## src/rtl/kpi_pkg.sv

```systemverilog
// Shared constants, command and status codes, and divider request type.
package kpi_pkg;

    localparam int MAX_TRACKS = 8;
    localparam int MAX_KEYS   = 32;
    localparam int TRACK_W    = $clog2(MAX_TRACKS);
    localparam int KEY_W      = $clog2(MAX_KEYS);
    localparam int CNT_W      = KEY_W + 1;
    localparam int TIU_W      = TRACK_W + 1;
    localparam int ADDR_W     = TRACK_W + KEY_W;
    localparam int DEPTH      = MAX_TRACKS * MAX_KEYS;
    localparam int POSE_N     = 7;
    localparam int VAL_W      = 32;
    localparam int FOV_W      = 24;
    localparam int POSE_W     = POSE_N * VAL_W;
    localparam int STEP_W     = 6;
    localparam int FRAC_W     = 16;

    localparam logic [1:0] CMD_CLEAR  = 2'd0;
    localparam logic [1:0] CMD_APPEND = 2'd1;
    localparam logic [1:0] CMD_QUERY  = 2'd2;
    localparam logic [1:0] CMD_NOP    = 2'd3;

    localparam logic [1:0] ST_POSE    = 2'd0;
    localparam logic [1:0] ST_NO_KEYS = 2'd1;
    localparam logic [1:0] ST_STORED  = 2'd2;
    localparam logic [1:0] ST_FULL    = 2'd3;

    localparam logic [2:0] LOOP_ENABLE_ADDR = 3'd0;

    localparam logic [STEP_W-1:0] MOD_STEPS    = STEP_W'(VAL_W);
    localparam logic [STEP_W-1:0] WEIGHT_STEPS = STEP_W'(FRAC_W);
    localparam logic [FRAC_W:0]   WEIGHT_ONE   = {1'b1, {FRAC_W{1'b0}}};

    typedef struct packed {
        logic              start;
        logic [VAL_W-1:0]  init_rem;
        logic [VAL_W-1:0]  dividend;
        logic [VAL_W-1:0]  divisor;
        logic [STEP_W-1:0] steps;
    } div_req_t;

endpackage

```

## src/rtl/kpi_divider.sv

```systemverilog
// Restoring divider, one quotient bit per cycle.
module kpi_divider
(
    input  logic                   clk,
    input  logic                   rst_n,
    input  kpi_pkg::div_req_t      req,
    output logic                   done,
    output logic [kpi_pkg::VAL_W-1:0] quotient,
    output logic [kpi_pkg::VAL_W-1:0] remainder
);

    logic [kpi_pkg::VAL_W:0]        rem_reg;
    logic [kpi_pkg::VAL_W-1:0]      dq_reg;
    logic [kpi_pkg::VAL_W-1:0]      q_reg;
    logic [kpi_pkg::VAL_W-1:0]      dvs_reg;
    logic [kpi_pkg::STEP_W-1:0]     cnt_reg;
    logic                           busy_reg;
    logic                           done_reg;
    logic [kpi_pkg::VAL_W:0]        shifted;
    logic                           ge;
    logic [kpi_pkg::VAL_W:0]        rem_next;

    always_comb
    begin
        shifted  = {rem_reg[kpi_pkg::VAL_W-1:0], dq_reg[kpi_pkg::VAL_W-1]};
        ge       = shifted >= {1'b0, dvs_reg};
        rem_next = ge ? shifted - {1'b0, dvs_reg} : shifted;
    end

    always_ff @(posedge clk or negedge rst_n)
    begin
        if (!rst_n)
        begin
            busy_reg <= 1'b0;
            done_reg <= 1'b0;
            cnt_reg  <= '0;
        end
        else if (req.start)
        begin
            busy_reg <= 1'b1;
            done_reg <= 1'b0;
            cnt_reg  <= req.steps;
        end
        else if (busy_reg)
        begin
            cnt_reg <= cnt_reg - 1'b1;
            if (cnt_reg == kpi_pkg::STEP_W'(1))
            begin
                busy_reg <= 1'b0;
                done_reg <= 1'b1;
            end
        end
        else
        begin
            done_reg <= 1'b0;
        end
    end

    always_ff @(posedge clk)
    begin
        if (req.start)
        begin
            rem_reg <= {1'b0, req.init_rem};
            dq_reg  <= req.dividend;
            dvs_reg <= req.divisor;
            q_reg   <= '0;
        end
        else if (busy_reg)
        begin
            rem_reg <= rem_next;
            dq_reg  <= {dq_reg[kpi_pkg::VAL_W-2:0], 1'b0};
            q_reg   <= {q_reg[kpi_pkg::VAL_W-2:0], ge};
        end
    end

    assign done      = done_reg;
    assign quotient  = q_reg;
    assign remainder = rem_reg[kpi_pkg::VAL_W-1:0];

endmodule

```

## config.mk

```make
export PLATFORM = sky130hd
export DESIGN_NAME = kpi_divider
export DESIGN_NICKNAME = d
export VERILOG_FILES = /design/src/rtl/kpi_pkg.sv /design/src/rtl/kpi_divider.sv
export SDC_FILE = /design/constraint.sdc
export NUM_CORES = 1
export LEC_CHECK = 0
export BUFFER_PORTS_ARGS = -buffer_cell sky130_fd_sc_hd__buf_2
export CAP_MARGIN = 5
export CORE_AREA = 2 2 126 128
export CTS_CLUSTER_DIAMETER = 80
export DETAILED_ROUTE_END_ITERATION = 8
export DIE_AREA = 0 0 128 130
export GPL_ROUTABILITY_DRIVEN = 0
export HOLD_SLACK_MARGIN = 0.06
export PLACE_DENSITY = 0.75
export SETUP_SLACK_MARGIN = 0.15
export SKIP_LAST_GASP = 1
export SLEW_MARGIN = 25
export SYNTH_ARGS = -nofsm -noshare
export SYNTH_HDL_FRONTEND = slang
export SYNTH_SLANG_ARGS = --single-unit
```

## constraint.sdc

```tcl
create_clock -name clk -period 3.22 [get_ports clk]
set_input_delay 0.322 -clock clk [delete_from_list [all_inputs] [get_ports clk]]
set_output_delay 0.322 -clock clk [all_outputs]
set_load 0.005 [all_outputs]
```

==> metrics.csv <==
metric;value;unit
Residual DRC;0;
Detail Placement HPWL;12600;µm
initial antenna violation count;0;
drt via density;5.43;
Iter 0 DRT Violations;415;
crit path time final;2.96;ns
Synth Cell Area;7340;µm²
Ports;170;
Rows;46;
number of synthesis warnings;0;
Starting Density;0.476;
Setup Viol. Count Final;0;
Post-synth top cells;96 x edfxtp_1, 67 x nor2_1, 58 x nand2_1;
Tightest Pin Transition;0.577;ns
core box area;15400;µm²
Pint;0.00519;W
cell taking the most area after synthesis;edfxtp_1;
Root Driver;clkbuf_16;
Mapped Nets;822;
Slew headroom;0.615;
Die H;130;µm
drt total wl;18300;µm
Power Density;853;nW/µm²
Filler cells;1275;
vias;6046;
switch share;0.375;
wire length of the first global-routing pass;28800;µm
Async SR Flop Fraction;0.0588;
most common cell in the netlist;edfxtp_1;
Critical Path AT;3.14;ns
worst setup slack after layout;0.255;ns
pin count of the biggest net entering global routing;56;
maximum buffer depth of the clock tree;2;
worst hold slack;0.0789;ns
share of layout cells above drive strength 1;0.351;
outcome;complete, no violations;
worst hold-check path type;input port to register;
Mean Syn Cell Area;10.8;µm²
Layout Skew;0.0103;ns
CP endpoint kind;register;
htree depth;4;
Synth Flop Type;edfxtp_1;
number of global-route vias before repair;5862;
Mapped Cells;682;
post-layout power;0.00831;W
clock slew at reported path FFs;0.06;ns
Port Buf Inserts;169;
startpoint types;register;
flops & latches, synth;136;
area delta synth->final;32.7;%
Worst VDD drop;502;µV
Num CTS Buffers;17;
die area;16600;µm²
CTS tree;yes;
Crit Path Max Fanout;4;
fmax;337;MHz
die width;128;µm
worst skew pair latency;0.43;ns
sequential-to-total area share from yosys stat;0.508;
final hold violations;0;
Comb power frac;0.459;
LEAKAGE;4.46;nW
pre-CTS setup slack;-0.0427;ns
number of enable flip-flop cells after synthesis;96;
ranking of synthesized cells by area;edfxtp_1 39%, dfxtp_1 8.7%, ha_1 5.8%;
max-slew violations;0;
n_diodes;0;
fin crit share;0.921;
Synth top area share;0.393;
Sink Count;136;
part of the power in registers;0.307;
Max Cap Viol;0;
antenna viol nets, final;0;
Critical Path RT;3.40;ns
Setup CP Type;register to register;
Clk network pwr share;0.235;
drt pass-1 iters;5;
wire length per cell;16.4;µm
total grt overflow;0;
Sw Pwr;0.00312;W
Netlist cell types;56;
All-Layer GR Usage;0.222;
Final nets;1048;
unrepaired setup endpoints after global routing;false;
-- power groups by stage --
stage,clock network [W],registers (W),logic [W]
floorplan,0,0.00250,0.00233
global placement,0,0.00254,0.00330
detailed placement,0,0.00255,0.00335
CTS,0.00199,0.00253,0.00351
global route,0.00206,0.00259,0.00419
finish,0.00195,0.00255,0.00381
-- cells by family after synthesis --
kind of cell             synth area share
AO/OA/AOI/OAI                       0.134
XOR/XNOR                           0.0310
adder cells (fa/ha/maj)            0.0607
flip-flops                          0.508
AND/OR/NAND/NOR                     0.124
buffers and inverters              0.0430
multiplexers                       0.0996
-- path summary, 6_finish.rpt --
kind                                    from      endpoint  slack, ns  cells past startpoint
worst max register to register    rem_reg[7]   rem_reg[27]       0.26                     10
worst min register to register  quotient[31]  quotient[31]       0.51                      2
worst max-delay path              rem_reg[7]   rem_reg[27]       0.26                     10
min in group asynchronous              rst_n          done       0.26                      2
max in group asynchronous              rst_n      busy_reg       2.78                      2
worst min-delay path                 req[18]   dvs_reg[12]       0.08                      1
-- per-stage QoR --
step,instances,cell area (µm²),utilization,TNS [ns]
floorplan,682,7340,-,0
global placement,1040,8530,0.553,0
detailed placement,1040,8530,0.553,-0.0427
CTS,1103,9490,0.615,0
global route,1113,9740,0.631,0
finish,1113,9740,0.631,0
-- routing by layer --
metal  global-route usage  share of wire
met1                0.279           0.43
met2                0.354           0.47
met3               0.0734          0.080
met4               0.0911          0.022
met5                    0              0
-- repair_timing --
action	4_1_cts	5_1_grt
resized for setup	11	36
hold buffers	29	0
hold endpoints to repair	36	0
endpoints found under the setup margin	27	28
gates cloned	0	0
buffers inserted	2	10
pin swaps	1	14
-- cell type report --
cell class	instances	area, µm²	area share
Timing Repair Buffer	240	1480	0.152
Sequential cell	136	3720	0.383
Clock inverter	13	121	0.0125
Inverter	43	161	0.0166
Clock buffer	19	475	0.0488
Tap cell	192	240	0.0247
Multi-Input combinational cell	470	3530	0.363
-- critical path: stages (launching register included) --
cell and delay (ns):
edfxtp_1 0.43, ha_4 0.26, and2_1 0.19, a221o_1 0.36, a311oi_2 0.33, o21ai_2 0.14, o31ai_4 0.25, buf_6 0.16
o21ai_0 0.11, xnor2_1 0.16, a221o_1 0.31
-- cell usage in the layout (no fill, tap or decap), drive strengths merged, types with 13 or more instances in the layout --
cell type / Yosys / layout
buf: 10 / 211
edfxtp: 96 / 96
nor2: 67 / 67
nand2: 58 / 58
inv: 43 / 53
mux2i: 37 / 37
a21oi: 34 / 34
ha: 34 / 34
mux2: 32 / 32
dfxtp: 32 / 32
dlygate4sd3: 0 / 29
o21ai: 29 / 29
clkbuf: 23 / 19
a31oi: 18 / 18
xnor2: 17 / 17
a21o: 13 / 13
Power figures use the tool's default switching activity.
